`src/sbba_pkg.sv`:
```
// Shared types, codes and sizes for the scratch block bump allocator.
// Used by the top level, the block-list RAM users and the port checker.
package sbba_pkg;

  localparam int NUM_BLOCKS  = 16;
  localparam int ID_W        = $clog2(NUM_BLOCKS);
  localparam int CNT_W       = $clog2(NUM_BLOCKS + 1);

  localparam int ALIGN_W     = 4;
  localparam int SIZE_W      = 17;
  localparam int OFF_W       = 16;
  localparam int IDX_W       = 4;
  localparam int MAX_ALIGN   = 12;
  localparam int ALIGN_RESET = 8;
  localparam int MAX_BLOCK   = 65536;

  localparam int IN_TDATA_W  = 24;
  localparam int OUT_TDATA_W = 48;

  // Configuration register indexes
  localparam logic [0:0] CFG_ALIGN_LOG2  = 1'b0;
  localparam logic [0:0] CFG_BLOCK_BYTES = 1'b1;

  typedef enum logic [1:0] {
    CMD_ALLOC = 2'd0,
    CMD_RESET = 2'd1,
    CMD_QUERY = 2'd2,
    CMD_NONE  = 2'd3
  } cmd_e;

  typedef enum logic [1:0] {
    STAT_OK        = 2'd0,
    STAT_NO_BLOCK  = 2'd1,
    STAT_OVERSIZE  = 2'd2,
    STAT_BAD_INDEX = 2'd3
  } status_e;

  typedef enum logic [1:0] {
    ST_IDLE = 2'd0,
    ST_WALK = 2'd1,
    ST_EXEC = 2'd2
  } state_e;

  // Result word layout, lowest field last
  typedef struct packed {
    logic [4:0]        pad;
    logic [4:0]        used_count;
    logic              fresh_block;
    logic [SIZE_W-1:0] byte_size;
    logic [OFF_W-1:0]  byte_offset;
    logic [3:0]        block_id;
  } res_t;

endpackage

```
`src/scratch_block_bump_allocator.sv`:
```
// Scratch block bump allocator: top level with control FSM and result register.
// Depends on sbba_pkg and two sbba_ram instances (used list, free stack).
//
// Order: allocate, query and unknown commands are latched at acceptance and
//   commit their result word in EXEC; a reset-frame command first passes
//   through WALK, which copies the used list into the free stack one entry
//   per cycle, and then commits in EXEC.
// Flow: one word at a time (accept, then commit); a reset frame holds the
//   input until it commits. A stalled result holds the commit.
// Reset: rst_ni clears all counters, flags and the result valid; the list RAMs
//   are not cleared, as entries are only read below their lengths.
module scratch_block_bump_allocator (
  input  logic                               clk_i,
  input  logic                               rst_ni,
  // input stream
  input  logic                               s_axis_tvalid,
  output logic                               s_axis_tready,
  // [16:0] req_size, [20:17] used_index, [23:21] zero
  input  logic [sbba_pkg::IN_TDATA_W-1:0]    s_axis_tdata,
  // [1:0] command
  input  logic [1:0]                         s_axis_tuser,
  // result stream
  output logic                               m_axis_tvalid,
  input  logic                               m_axis_tready,
  // [3:0] block_id, [19:4] byte_offset, [36:20] byte_size, [37] fresh_block,
  // [42:38] used_count, [47:43] zero
  output logic [sbba_pkg::OUT_TDATA_W-1:0]   m_axis_tdata,
  // [1:0] status
  output logic [1:0]                         m_axis_tuser,
  // configuration writes
  input  logic                               cfg_we_i,
  input  logic [0:0]                         cfg_idx_i,
  input  logic [sbba_pkg::SIZE_W-1:0]        cfg_wdata_i
);

  localparam int ID_W  = sbba_pkg::ID_W;
  localparam int CNT_W = sbba_pkg::CNT_W;

  // ---------------------------------------------------------------------------
  // Configuration registers
  // ---------------------------------------------------------------------------
  logic [sbba_pkg::ALIGN_W-1:0] align_q;
  logic [sbba_pkg::SIZE_W-1:0]  bbytes_q;

  always_ff @(posedge clk_i or negedge rst_ni) begin
    if (!rst_ni) begin
      align_q  <= sbba_pkg::ALIGN_W'(sbba_pkg::ALIGN_RESET);
      bbytes_q <= sbba_pkg::SIZE_W'(sbba_pkg::MAX_BLOCK);
    end else if (cfg_we_i) begin
      case (cfg_idx_i)
        sbba_pkg::CFG_ALIGN_LOG2:  align_q  <= cfg_wdata_i[sbba_pkg::ALIGN_W-1:0];
        sbba_pkg::CFG_BLOCK_BYTES: bbytes_q <= cfg_wdata_i;
        default: ;
      endcase
    end
  end

  // ---------------------------------------------------------------------------
  // Allocator state
  // ---------------------------------------------------------------------------
  sbba_pkg::state_e state_q, state_d;
  logic              cur_valid_q, cur_valid_d;
  logic [ID_W-1:0]   cur_q, cur_d;
  logic [sbba_pkg::SIZE_W-1:0] fill_q, fill_d;
  logic [CNT_W-1:0]  used_len_q, used_len_d;
  logic [CNT_W-1:0]  free_len_q, free_len_d;
  logic [CNT_W-1:0]  next_fresh_q, next_fresh_d;
  logic [CNT_W-1:0]  walk_q, walk_d;
  logic              pend_q, pend_d;

  // latched command word
  sbba_pkg::cmd_e              cmd_q;
  logic [sbba_pkg::SIZE_W-1:0] req_q;
  logic [sbba_pkg::IDX_W-1:0]  idx_q;

  // result register
  logic              m_valid_q, m_valid_d;
  sbba_pkg::res_t    m_res_q, res;
  sbba_pkg::status_e m_stat_q, stat;

  logic s_fire;
  logic slot_free;
  logic commit;
  logic walk_rd;
  logic walk_done;

  // RAM ports
  logic            used_we, used_re, free_we, free_re;
  logic [ID_W-1:0] used_waddr, used_raddr, free_waddr, free_raddr;
  logic [ID_W-1:0] used_rdata, free_rdata;
  logic [4:0]      qpos;
  logic [CNT_W-1:0] free_top;

  sbba_pkg::cmd_e in_cmd;

  assign in_cmd    = sbba_pkg::cmd_e'(s_axis_tuser);
  assign s_fire    = s_axis_tvalid && s_axis_tready;
  assign slot_free = !m_valid_q || m_axis_tready;
  assign walk_done = (walk_q == used_len_q) && !pend_q;

  // Query position into the used list: the current block takes slot zero.
  assign qpos     = {1'b0, s_axis_tdata[20:17]} - {4'd0, cur_valid_q};
  assign free_top = free_len_q - CNT_W'(1);

  // ---------------------------------------------------------------------------
  // FSM: next state
  // ---------------------------------------------------------------------------
  always_comb begin
    state_d = state_q;
    case (state_q)
      sbba_pkg::ST_IDLE: begin
        if (s_fire) begin
          state_d = (in_cmd == sbba_pkg::CMD_RESET) ? sbba_pkg::ST_WALK : sbba_pkg::ST_EXEC;
        end
      end
      sbba_pkg::ST_WALK: begin
        if (walk_done) state_d = sbba_pkg::ST_EXEC;
      end
      sbba_pkg::ST_EXEC: begin
        if (slot_free) state_d = sbba_pkg::ST_IDLE;
      end
      default: state_d = sbba_pkg::ST_IDLE;
    endcase
  end

  // ---------------------------------------------------------------------------
  // FSM: outputs. Allocate and query read their RAM entry at acceptance,
  // allocate writes back in EXEC, so a later read never overlaps a pending
  // write of the same entry; the one-word-at-a-time FSM is the interlock.
  // ---------------------------------------------------------------------------
  always_comb begin
    s_axis_tready = 1'b0;
    walk_rd       = 1'b0;
    commit        = 1'b0;
    case (state_q)
      sbba_pkg::ST_IDLE: s_axis_tready = 1'b1;
      sbba_pkg::ST_WALK: walk_rd       = (walk_q < used_len_q);
      sbba_pkg::ST_EXEC: commit        = slot_free;
      default: ;
    endcase
  end

  assign used_re    = (s_fire && (in_cmd == sbba_pkg::CMD_QUERY)) || walk_rd;
  assign used_raddr = walk_rd ? walk_q[ID_W-1:0] : ID_W'(qpos);
  assign free_re    = s_fire && (in_cmd == sbba_pkg::CMD_ALLOC);
  assign free_raddr = free_top[ID_W-1:0];

  // copy one used entry per cycle onto the free stack, in the cycle after its read
  assign free_we    = (state_q == sbba_pkg::ST_WALK) && pend_q
                      && (free_len_q < CNT_W'(sbba_pkg::NUM_BLOCKS));
  assign free_waddr = free_len_q[ID_W-1:0];

  // ---------------------------------------------------------------------------
  // Read-modify-write datapath
  // ---------------------------------------------------------------------------
  logic [sbba_pkg::ALIGN_W-1:0] align_eff;
  logic [17:0]                  mask;
  logic [17:0]                  aligned;
  logic [sbba_pkg::SIZE_W-1:0]  bsize;
  logic [18:0]                  fill_sum;
  logic                         oversize;
  logic                         need_new;
  logic                         fresh_ok;
  logic                         free_ok;
  logic [ID_W-1:0]              cur_new;
  logic [sbba_pkg::SIZE_W-1:0]  fill_new;
  logic                         fresh;
  logic [CNT_W:0]               q_count;

  assign align_eff = (align_q > sbba_pkg::ALIGN_W'(sbba_pkg::MAX_ALIGN))
                     ? sbba_pkg::ALIGN_W'(sbba_pkg::MAX_ALIGN) : align_q;
  assign mask      = (18'd1 << align_eff) - 18'd1;
  assign aligned   = ({1'b0, req_q} + mask) & ~mask;
  assign bsize     = (bbytes_q > sbba_pkg::SIZE_W'(sbba_pkg::MAX_BLOCK))
                     ? sbba_pkg::SIZE_W'(sbba_pkg::MAX_BLOCK) : bbytes_q;
  assign oversize  = aligned > {1'b0, bsize};
  assign fill_sum  = {2'b00, fill_q} + {1'b0, aligned};
  // a full 64 KiB block cannot report its offset, so it always moves on
  assign need_new  = cur_valid_q && ((fill_sum > {2'b00, bsize})
                     || (fill_q > sbba_pkg::SIZE_W'(sbba_pkg::MAX_BLOCK - 1)));
  assign fresh_ok  = next_fresh_q < CNT_W'(sbba_pkg::NUM_BLOCKS);
  assign free_ok   = free_len_q != '0;
  assign q_count   = (CNT_W+1)'(cur_valid_q) + (CNT_W+1)'(used_len_q);

  assign used_waddr = used_len_q[ID_W-1:0];

  always_comb begin
    cur_valid_d  = cur_valid_q;
    cur_d        = cur_q;
    fill_d       = fill_q;
    used_len_d   = used_len_q;
    free_len_d   = free_len_q;
    next_fresh_d = next_fresh_q;
    walk_d       = walk_rd ? walk_q + CNT_W'(1) : walk_q;
    pend_d       = walk_rd;
    used_we      = 1'b0;
    cur_new      = cur_q;
    fill_new     = fill_q;
    fresh        = 1'b0;
    res          = '0;
    stat         = sbba_pkg::STAT_OK;

    if (s_fire) walk_d = '0;
    if (free_we) free_len_d = free_len_q + CNT_W'(1);

    if (commit) begin
      case (cmd_q)
        sbba_pkg::CMD_ALLOC: begin
          res.byte_size = req_q;
          if (oversize) begin
            stat = sbba_pkg::STAT_OVERSIZE;
          end else if ((!cur_valid_q && !fresh_ok) || (need_new && !free_ok && !fresh_ok)) begin
            stat = sbba_pkg::STAT_NO_BLOCK;
          end else begin
            if (!cur_valid_q) begin
              cur_new      = ID_W'(next_fresh_q);
              next_fresh_d = next_fresh_q + CNT_W'(1);
              cur_valid_d  = 1'b1;
              fill_new     = '0;
              fresh        = 1'b1;
            end else if (need_new) begin
              // retire the current block onto the used list
              if (used_len_q < CNT_W'(sbba_pkg::NUM_BLOCKS)) begin
                used_we    = 1'b1;
                used_len_d = used_len_q + CNT_W'(1);
              end
              if (free_ok) begin
                free_len_d = free_top;
                cur_new    = free_rdata;
              end else begin
                cur_new      = ID_W'(next_fresh_q);
                next_fresh_d = next_fresh_q + CNT_W'(1);
                fresh        = 1'b1;
              end
              fill_new = '0;
            end
            cur_d           = cur_new;
            res.block_id    = 4'(cur_new);
            res.byte_offset = fill_new[sbba_pkg::OFF_W-1:0];
            res.fresh_block = fresh;
            fill_d          = sbba_pkg::SIZE_W'({1'b0, fill_new} + aligned);
          end
        end
        sbba_pkg::CMD_RESET: begin
          used_len_d = '0;
          fill_d     = '0;
        end
        sbba_pkg::CMD_QUERY: begin
          if ((CNT_W+1)'(idx_q) >= q_count) begin
            stat = sbba_pkg::STAT_BAD_INDEX;
          end else if (cur_valid_q && (idx_q == '0)) begin
            res.block_id = 4'(cur_q);
          end else begin
            res.block_id = 4'(used_rdata);
          end
        end
        default: ;
      endcase
      res.used_count = 5'(cur_valid_d) + 5'(used_len_d);
    end
  end

  // result valid: set on commit, drop on handshake
  always_comb begin
    m_valid_d = m_valid_q;
    if (m_axis_tready) m_valid_d = 1'b0;
    if (commit) m_valid_d = 1'b1;
  end

  // ---------------------------------------------------------------------------
  // Registers
  // ---------------------------------------------------------------------------
  always_ff @(posedge clk_i or negedge rst_ni) begin
    if (!rst_ni) begin
      state_q      <= sbba_pkg::ST_IDLE;
      cur_valid_q  <= 1'b0;
      cur_q        <= '0;
      fill_q       <= '0;
      used_len_q   <= '0;
      free_len_q   <= '0;
      next_fresh_q <= '0;
      walk_q       <= '0;
      pend_q       <= 1'b0;
      m_valid_q    <= 1'b0;
    end else begin
      state_q      <= state_d;
      cur_valid_q  <= cur_valid_d;
      cur_q        <= cur_d;
      fill_q       <= fill_d;
      used_len_q   <= used_len_d;
      free_len_q   <= free_len_d;
      next_fresh_q <= next_fresh_d;
      walk_q       <= walk_d;
      pend_q       <= pend_d;
      m_valid_q    <= m_valid_d;
    end
  end

  // payload: latch the command word and the result, no reset needed
  always_ff @(posedge clk_i) begin
    if (s_fire) begin
      cmd_q <= in_cmd;
      req_q <= s_axis_tdata[16:0];
      idx_q <= s_axis_tdata[20:17];
    end
    if (commit) begin
      m_res_q  <= res;
      m_stat_q <= stat;
    end
  end

  assign m_axis_tvalid = m_valid_q;
  assign m_axis_tdata  = m_res_q;
  assign m_axis_tuser  = m_stat_q;

  // ---------------------------------------------------------------------------
  // Block-list memories
  // ---------------------------------------------------------------------------
  sbba_ram #(
    .WIDTH (ID_W),
    .DEPTH (sbba_pkg::NUM_BLOCKS)
  ) u_used_ram (
    .clk_i   (clk_i),
    .we_i    (used_we),
    .waddr_i (used_waddr),
    .wdata_i (cur_q),
    .re_i    (used_re),
    .raddr_i (used_raddr),
    .rdata_o (used_rdata)
  );

  sbba_ram #(
    .WIDTH (ID_W),
    .DEPTH (sbba_pkg::NUM_BLOCKS)
  ) u_free_ram (
    .clk_i   (clk_i),
    .we_i    (free_we),
    .waddr_i (free_waddr),
    .wdata_i (used_rdata),
    .re_i    (free_re),
    .raddr_i (free_raddr),
    .rdata_o (free_rdata)
  );

endmodule

```
`src/sbba_ram.sv`:
```
// Generic single-write, single-read RAM with a registered read port.
// No package dependency; width and depth come in as parameters.
module sbba_ram #(
  parameter int WIDTH = 4,
  parameter int DEPTH = 16
) (
  input  logic                     clk_i,
  input  logic                     we_i,
  input  logic [$clog2(DEPTH)-1:0] waddr_i,
  input  logic [WIDTH-1:0]         wdata_i,
  input  logic                     re_i,
  input  logic [$clog2(DEPTH)-1:0] raddr_i,
  output logic [WIDTH-1:0]         rdata_o
);

  logic [WIDTH-1:0] mem_q [DEPTH];
  logic [WIDTH-1:0] rdata_q;

  always_ff @(posedge clk_i) begin
    if (we_i) begin
      mem_q[waddr_i] <= wdata_i;
    end
    // hold read data until the next read
    if (re_i) begin
      rdata_q <= mem_q[raddr_i];
    end
  end

  assign rdata_o = rdata_q;

endmodule

```
`config.mk`:
```
export PLATFORM = sky130hd
export DESIGN_NAME = scratch_block_bump_allocator
export DESIGN_NICKNAME = d
export VERILOG_FILES = /design/src/sbba_pkg.sv /design/src/scratch_block_bump_allocator.sv /design/src/sbba_ram.sv
export SDC_FILE = /design/constraint.sdc
export NUM_CORES = 1
export LEC_CHECK = 0
export BUFFER_PORTS_ARGS = -buffer_cell sky130_fd_sc_hd__clkbuf_2
export CORE_MARGIN = 5
export CORE_UTILIZATION = 40
export CTS_CLUSTER_DIAMETER = 40
export CTS_CLUSTER_SIZE = 30
export DETAILED_ROUTE_END_ITERATION = 7
export PLACE_DENSITY_LB_ADDON = 0.3
export SLEW_MARGIN = 10
export SYNTH_ARGS = -nofsm -noshare
export SYNTH_HDL_FRONTEND = slang
export SYNTH_SLANG_ARGS = --single-unit
export TNS_END_PERCENT = 20
```
`constraint.sdc`:
```
create_clock -name clk_i -period 14.15 [get_ports clk_i]
set_input_delay 2.1225 -clock clk_i [delete_from_list [all_inputs] [get_ports clk_i]]
set_output_delay 2.1225 -clock clk_i [all_outputs]
set_load 0.005 [all_outputs]
```
# Word level (Yosys, flattened, before mapping)
# Memories as Yosys holds them, arrays and structs flattened. A register that Yosys moved wholly into a read port is not among the register bits.
# Cells that the tools add are included.
dict set report op_classes {
  n_lt_le_gt_ge 10
  add_sub_neg 12
  eq_ne 14
  n_reduce_logical 35
  shift 1
  bitwise 6
  mux 72
}
# cell n
set op_table {}
lappend op_table {{$mux 17} 9}
lappend op_table {{$mux 5} 19}
lappend op_table {{$mux 4} 9}
lappend op_table {{$pmux 17 s2} 1}
lappend op_table {{$mux 1} 24}
lappend op_table {{$add 5x1->5 const B} 4}
lappend op_table {{$add 17x18->19} 1}
lappend op_table {{$gt 19x17->1} 1}
lappend op_table {{$add 17x18->18} 1}
lappend op_table {{$and 18x18->18} 1}
lappend op_table {{$gt 18x17->1} 1}
lappend op_table {{$not 18->18} 1}
lappend op_table {{$shl 1x4->18 const A} 1}
lappend op_table {{$sub 18x1->18 const B} 1}
lappend op_table {{$add 17x17->17} 1}
lappend op_table {{$gt 17x16->1 const B} 1}
lappend op_table {{$gt 17x17->1 const B} 1}
lappend op_table {{$lt 5x5->1 const B} 3}
lappend op_table {{$mux 2} 6}
lappend op_table {{$ne 2x2->1 const B} 6}
lappend op_table {{$logic_and 1x1->1} 11}
lappend op_table {{$pmux 5 s2} 1}
lappend op_table {{$pmux 4 s2} 1}
lappend op_table {{$reduce_and 4->1} 2}
lappend op_table {{other kinds (24)} 43}
dict set report totals {
  mem_bits_rw 128
  elab_cells 173
  output_inout_bits 52
  ff_bits 135
  mem_count 2
  input_bits 49
}
# name words word_bits rd rd_ports_with_merged_regs wr line_no
set mem_list {}
lappend mem_list {u_free_ram.mem_q 16 4 1 1 1 sbba_ram.sv:16} ;# logic [WIDTH-1:0] mem_q [DEPTH];
lappend mem_list {u_used_ram.mem_q 16 4 1 1 1 sbba_ram.sv:16}

# Longest topological paths before layout
# Gate-level depths: netlist (run 1).
dict set report logic_depth {
  ltp_word 21
  mapped_depth 52
  ltp_nobuf 49
}

# Hierarchy
# A second synthesis (run 1) with hierarchy kept.
dict set report hier_totals {
  hier_cells 1258
  hier_area_um2 15283.4
}
# mod n_inst seq_area_each_um2 area_each_um2 cells_per_inst
set modules_own_cells {}
lappend modules_own_cells {scratch_block_bump_allocator 1 3721.1 9870.7 998}
lappend modules_own_cells {sbba_ram 2 2042.0 2706.3 130}

# Least setup slack after synthesis (run 1)
# No wires, ideal clock.
dict set report synth_timing {
  path_type {register to register}
  start {register align_q[3] in the netlist's numbering}
  end {register fill_q[16] in the netlist's numbering}
  stages_incl_launch_ff 51
  synth_period_minus_slack_ns 10.282
  n_path_buf 4
  t_arrival_ns 10.156
  slack_ns 3.868
  setup_ns 0.126
  path_cell_list {dfstp_2 > clkbuf_1 > or2_2 > nor2_1 > nand2_1 > ha_1 > buf_2 > xor2_1 > ha_1 > and2b_1 > o2111ai_1 > nand2_1 > nor2_1 > xor2_1 > nor2_1 > ha_1 > or3_1 > nor2_1 > [... 15 more ...] > a221o_1 > nor3_1 > clkbuf_1 > clkbuf_1 > and2_1 > fa_1 > a21o_1 > a211oi_1 > o21ai_0 > o211ai_1 > o21ai_0 > a21oi_1 > o22ai_1 > nand3_1 > o31a_1 > a2111oi_0 > mux2i_1 > o21ai_1}
}
dict set report synth_via {
  elab_chain_cells 20
  elab_cells_between_ends 28
  cone_classes {4 x add/sub; 3 x order compare; 2 x eq/ne; 1 x shift; 10 x mux; 2 x bitwise; 6 x reduce/logical}
}
# element line_no
set synth_rtl {}
lappend synth_rtl {{from (decl)} scratch_block_bump_allocator.sv:42} ;# logic [sbba_pkg::ALIGN_W-1:0] align_q;
lappend synth_rtl {{from (signal assigned)} scratch_block_bump_allocator.sv:47} ;# align_q <= sbba_pkg::ALIGN_W'(sbba_pkg::ALIGN_RESET);
lappend synth_rtl {{from (signal assigned)} scratch_block_bump_allocator.sv:51} ;# sbba_pkg::CFG_ALIGN_LOG2: align_q <= cfg_wdata_i[sbba_pkg::ALIGN_W-1:0];
lappend synth_rtl {{$gt 4x4->1} scratch_block_bump_allocator.sv:170} ;# assign align_eff = (align_q > sbba_pkg::ALIGN_W'(sbba_pkg::MAX_ALIGN))
lappend synth_rtl {{$mux 4 *} scratch_block_bump_allocator.sv:171} ;# ? sbba_pkg::ALIGN_W'(sbba_pkg::MAX_ALIGN) : align_q;
lappend synth_rtl {{$shl 1x4->18 *} scratch_block_bump_allocator.sv:172} ;# assign mask = (18'd1 << align_eff) - 18'd1;
lappend synth_rtl {{$sub 18x1->18 *} scratch_block_bump_allocator.sv:172}
lappend synth_rtl {{$add 17x18->18 / $not 18->18 (equally long branches)} scratch_block_bump_allocator.sv:173} ;# assign aligned = ({1'b0, req_q} + mask) & ~mask;
lappend synth_rtl {{$and 18x18->18 *} scratch_block_bump_allocator.sv:173}
lappend synth_rtl {{$add 17x18->19} scratch_block_bump_allocator.sv:177} ;# assign fill_sum = {2'b00, fill_q} + {1'b0, aligned};
lappend synth_rtl {{$gt 19x17->1} scratch_block_bump_allocator.sv:179} ;# assign need_new = cur_valid_q && ((fill_sum > {2'b00, bsize})
lappend synth_rtl {{[... 4 more ...]} -}
lappend synth_rtl {{$mux 17} scratch_block_bump_allocator.sv:212} ;# end else if ((!cur_valid_q && !fresh_ok) || (need_new && !free_ok && !fresh_ok)) begin
lappend synth_rtl {{$mux 17} scratch_block_bump_allocator.sv:210} ;# if (oversize) begin
lappend synth_rtl {{$mux 17} scratch_block_bump_allocator.sv:207} ;# case (cmd_q)
lappend synth_rtl {{$mux 17} scratch_block_bump_allocator.sv:206} ;# if (commit) begin
lappend synth_rtl {{$add 17x17->17} scratch_block_bump_allocator.sv:241} ;# fill_d = sbba_pkg::SIZE_W'({1'b0, fill_new} + aligned);
lappend synth_rtl {{$mux 17} scratch_block_bump_allocator.sv:212}
lappend synth_rtl {{$mux 17} scratch_block_bump_allocator.sv:210}
lappend synth_rtl {{$pmux 17 s2} scratch_block_bump_allocator.sv:207}
lappend synth_rtl {{to (signal assigned)} scratch_block_bump_allocator.sv:289} ;# fill_q <= fill_d;
lappend synth_rtl {{to (decl)} scratch_block_bump_allocator.sv:64} ;# logic [sbba_pkg::SIZE_W-1:0] fill_q, fill_d;
# Every way passes the cells marked *; elsewhere a longest branch is shown, timed or not. The select of a mux whose other input is x is not followed.
# A chain may end at the register's enable or synchronous reset.

# Worst setup path in the final report (run 1)
dict set report layout_timing {
  start {register align_q[2] in the netlist's numbering}
  end {register fill_q[16] in the netlist's numbering}
}
# Same word-level chain as after synthesis.

==> results.yml, run 1 <==
run_status:
  status: "finished, final reports clean"
setup_path:
  path_delay_family: "compound AO/OA/AOI/OAI gates"
  crit_path_start_kind: "register"
  cp_max_fo: 13
  worstPathArrival_ps: 12280
  crit_required_ps: 14560
  slowest_delay_ps: 590
  cp-end-kind: "register"
  critical_path_class: "reg -> reg"
  timing.critical_path.mode_cell: "ha_1"
  cp_num_buf_inv: 1
  crit_slowest_cell: "nor3_2"
timing:
  tightestPinTransition_ps: 975.3
  period_needed_ps: 11870
  drv_slew: 0
  skew_ps: 23.62
  slew_headroom_pct: 34.98
  finalSetupViolCount: 0
  finalCritPeriodShare_pct: 83.86
  finalSetupTns_ps: 0
  rsz0062_at_grt: "false"
  hold_violations: 0
  fmax_ghz: 0.08427
global_route:
  antenna_found_initial: 0
  grt_max_degree: 68
  track_usage_pct: 17.02
  grt_pass1_vias: 10073
  overflow: 0
  grt_pass1_wl_mm: 56.04
synth:
  synth.avg_cell_area_um2: 12.31
  yosysMostFrequentCell: "edfxtp_1"
  ys_types: 87
  synth_area_leader_cell: "edfxtp_1"
  synthFlopType: "edfxtp_1"
  synth_edf_count: 204
  synth.yosys.seq_area_share_pct: 51.94
  syn_area_mm2: 0.01503
  async_reset_ff_share_pct: 24.72
  ys_ff_latch: 271
  yosys_warnings: 0
  ys_top_cells_by_area: "edfxtp_1 (41%), dfrtp_1 (11%), ha_1 (8.6%), mux4_2 (5.4%), mux2_2 (2.5%)"
  synth_top_area_share_pct: 40.77
  yosys-top-cells-count: "edfxtp_1 (204), ha_1 (103), nand2_1 (83)"
  syn_inst: 1221
detailed_routing:
  wl_mm: 35.22
  vias: 10086
  wl_per_cell_um: 18.82
  firstDrtPassIters: 5
  viasPerCell: 5.391
  drt-initial-drc-count: 706
  ant_nets: 0
  drc: 0
die:
  core_area_mm2: 0.03740
  die_area_mm2: 0.04154
  dieHeight_um: 203.8
  io_pins: 101
  rows: 71
  fp.dieW_um: 203.8
  initial_core_util_pct: 40.18
hold_path:
  hold_class: "reg -> reg"
power:
  power.density_mw_per_mm2: 129.2
  ir_drop_uv: 142.5
  p_leak_nw: 6.849
  p_total_mw: 2.253
clock_tree:
  cts_root_buf: "clkbuf_16"
  cts_tree: "done"
  clk_latency_ps: 550
  cts_hold_buf: 0
  htree_levels: 2
  clock-sinks: 271
  cts_made_buffers: 43
  clk_pin_slew_ps: 50
  clockBufferDepth: 3
  postCtsSetupBuffers: 0
  cts_resized: 0
placement:
  port_buffers: 92
  dpl.hpwl_mm: 25.55
  dp.cells: 1793
  place.gp.congestion: 0.8590
layout:
  drive_gt1_share_pct: 19.78
  layout.nets: 1482
  area_growth_pct: 16.04
  fin_cells: 1871
  num_antenna_cells: 0
run:
  cap_violations: 0
[metal layers]
metal	share of wire [%]	global-route usage [%]
met2	49	28.38
met4	2.3	5.107
met1	44	22.99
met3	4.6	2.856
met5	0	0
[area by class of cell]
| type | instances | area (um2) |
|---|---|---|
| clock inverters | 31 | 286.5 |
| fillers | 3394 | 19960 |
| multi-input cells | 867 | 6878 |
| flip-flops and latches | 271 | 7805 |
| inverters | 42 | 160.2 |
| well taps | 511 | 639.4 |
| clock buffers | 47 | 1132 |
| repair buffers | 102 | 535.5 |
[power breakdown]
group,total [mW],internal (mW),switching [mW]
sequential,0.871,0.858,0.0128
combinational,0.360,0.144,0.216
clock,1.02,0.627,0.395
[cells in the final DEF (no fill, tap or decap), types with 18 or more instances in the layout]
master       n
nand2_1     83
nand3_1     20
a21o_1      18
nor3_1      29
ha_1       103
a21oi_1     43
dfrtp_1     65
edfxtp_1   204
clkbuf_2    91
mux4_2      36
clkbuf_16   44
xnor2_1     42
and2_1      58
mux2_2      33
o21ai_0     36
inv_1       40
nor2_1      80
[registers in the layout, summed over array words and instances, names as in the netlist]
name,count
cur_q,4
next_fresh_q,5
pend_q,1
fill_q,17
state_q,2
walk_q,5
m_axis_tvalid,1
u_free_ram.rdata_o,4
u_free_ram.mem_q,64
cmd_q,2
cur_valid_q,1
free_len_q,5
bbytes_q,17
idx_q,4
u_used_ram.rdata_o,4
req_q,17
u_used_ram.mem_q,64
m_axis_tuser,2
used_len_q,5
m_axis_tdata,43
align_q,4
[path summary, 6_finish.rpt]
| kind | from | to | slack (ps) | depth (start not counted) |
|---|---|---|---|---|
| setup / recovery | align_q[2] | fill_q[16] | 2280 | 48 |
| hold / removal | next_fresh_q[3] | next_fresh_q[3] | 510 | 1 |
| setup reg to reg | align_q[2] | fill_q[16] | 2280 | 48 |
| hold reg to reg | next_fresh_q[3] | next_fresh_q[3] | 510 | 1 |
| max in group asynchronous | rst_ni | next_fresh_q[0] | 11720 | 2 |
| min in group asynchronous | rst_ni | align_q[1] | 1770 | 2 |
[through the flow]
step	area, um2	utilization [%]	hold WS (ps)	setup WS, ps
5_1_grt	17440	46.62	535.6	1277
6_report	17440	46.62	508.5	2284
3_3_place_gp	16020	42.83	483.0	2450
4_1_cts	17440	46.62	505.4	2280
2_1_floorplan	15060	-	459.4	3868
3_5_place_dp	16020	42.83	497.0	2354
[cells by family after synthesis]
logic type      synth area share, %
mux                           9.001
buf+inv                       2.564
other cells                 0.02496
xor+xnor                      3.589
flops                         51.94
fa+ha+maj                     9.542
compound gates                10.23
simple gates                  13.11
No activity file was read; power rests on OpenSTA's default activity.
==> inputs of run 2 (changes only) <==
- clock period: 14.15 -> 11.8 ns (I/O delays scaled with it)
==> run 2 against run 1 <==
Fmax rose by 7.3%. Via count barely moved. Utilization up 0.25 points. Highest routed layer unchanged.
==> results.yml, run 2 (synthesized netlist as in run 1, its figures left out) <==
placement:
  pre_cts_ws_ps: 652.6
  port_buffers: 92
  place.gp.congestion: 0.8712
  dp.cells: 1799
  place_area_mm2: 0.01606
  dpl.hpwl_mm: 25.91
setup_path:
  timing.critical_path.mode_cell: "ha_1"
  crit_slowest_cell: "dfrtp_1"
  reg2reg_slack_ps: 740
  cp_max_fo: 10
  crit_start: "align_q[2]"
  slowest_delay_ps: 480
  worstPathArrival_ps: 11490
  crit_path_start_kind: "register"
  critical_path_class: "reg -> reg"
  crit_required_ps: 12230
  cp-end-kind: "register"
  rr_startpoint: "align_q[2]"
detailed_routing:
  drt-initial-drc-count: 678
  drc: 0
  viasPerCell: 5.366
  wl_mm: 35.20
  ant_nets: 0
  wl_per_cell_um: 18.73
  firstDrtPassIters: 5
  vias: 10082
global_route:
  grt_max_degree: 68
  grt_pass1_vias: 10286
  track_usage_pct: 16.99
  antenna_found_initial: 0
  overflow: 0
  grt_pass1_wl_mm: 56.17
clock_tree:
  clk_latency_ps: 550
  cts_resized: 0
  postCtsSetupBuffers: 0
  cts_tree: "done"
  clockBufferDepth: 3
  htree_levels: 2
  cts_root_buf: "clkbuf_16"
  clk_pin_slew_ps: 60
  cts_made_buffers: 43
  clock-sinks: 271
  cts_hold_buf: 0
die:
  dieHeight_um: 203.8
  die_area_mm2: 0.04154
  core_area_mm2: 0.03740
  rows: 71
  initial_core_util_pct: 40.18
  io_pins: 101
  fp.dieW_um: 203.8
layout:
  drive_gt1_share_pct: 19.88
  num_antenna_cells: 0
  mostFrequentLayoutCell: "edfxtp_1"
  area_growth_pct: 16.66
  layout.nets: 1488
  utilization_pct: 46.87
  mostFrequentLayoutCells: "edfxtp_1 (204), ha_1 (103), clkbuf_2 (91), nand2_1 (83), nor2_1 (79)"
  finish.instance_area_mm2: 0.01753
  fin_cells: 1879
power:
  p_total_mw: 2.751
  p_leak_nw: 6.888
  power.density_mw_per_mm2: 156.9
  ir_drop_uv: 111.8
timing:
  period_needed_ps: 11060
  finalCritPeriodShare_pct: 93.74
  hold_violations: 0
  rsz0062_at_grt: "false"
  slew_headroom_pct: 29.24
  fmax_ghz: 0.09040
  drv_slew: 0
  layout_setup_ws_ps: 738.1
  finalSetupViolCount: 0
  finalSetupTns_ps: 0
  tightestPinTransition_ps: 1061
  whs_ps: 493.2
  skew_ps: 12.31
run_status:
  status: "finished, final reports clean"
hold_path:
  hold_class: "reg -> reg"
  worstHoldStart: "next_fresh_q[3]"
run:
  cap_violations: 0
[run 2: layout make-up]
cell class | instances | area [um2]
Timing Repair Buffer | 108 | 580.6
Multi-Input combinational cell | 867 | 6888
Inverter | 42 | 160.2
Clock inverter | 34 | 370.4
Clock buffer | 46 | 1087
Fill cell | 3392 | 19870
Tap cell | 511 | 639.4
Sequential cell | 271 | 7805
[run 2: per-layer routing]
metal / GRT usage [%] / up-vias / routed length [um]
met4: 5.709 / 0 / 937
met2: 28.42 / 251 / 17060
met1: 22.52 / 4935 / 15480
li1: - / 4842 / -
met5: 0 / - / 0
met3: 2.967 / 54 / 1718
[run 2: worst paths after layout]
path / endpoint / cells past startpoint
worst max register to register: fill_q[16] / 49
min in group asynchronous: align_q[0] / 2
worst min register to register: next_fresh_q[3] / 1
max in group asynchronous: free_len_q[3] / 2
worst max-delay path: fill_q[16] / 49
worst min-delay path: next_fresh_q[3] / 1
[run 2: critical path: cells and delay by family (launching register included)]
| kind | cells | cell delay (ps) |
|---|---|---|
| AO/OA/AOI/OAI | 21 | 4430 |
| adder cells (fa/ha/maj) | 10 | 2960 |
| AND/OR/NAND/NOR | 12 | 2020 |
| flip-flops | 1 | 480 |
| XOR/XNOR | 3 | 390 |
| buffers and inverters | 2 | 370 |
| multiplexers | 1 | 250 |
[run 2: report_power, final]
part / internal (mW) / switching, mW
combinational: 0.181 / 0.265
clock: 0.777 / 0.485
sequential: 1.03 / 0.0153
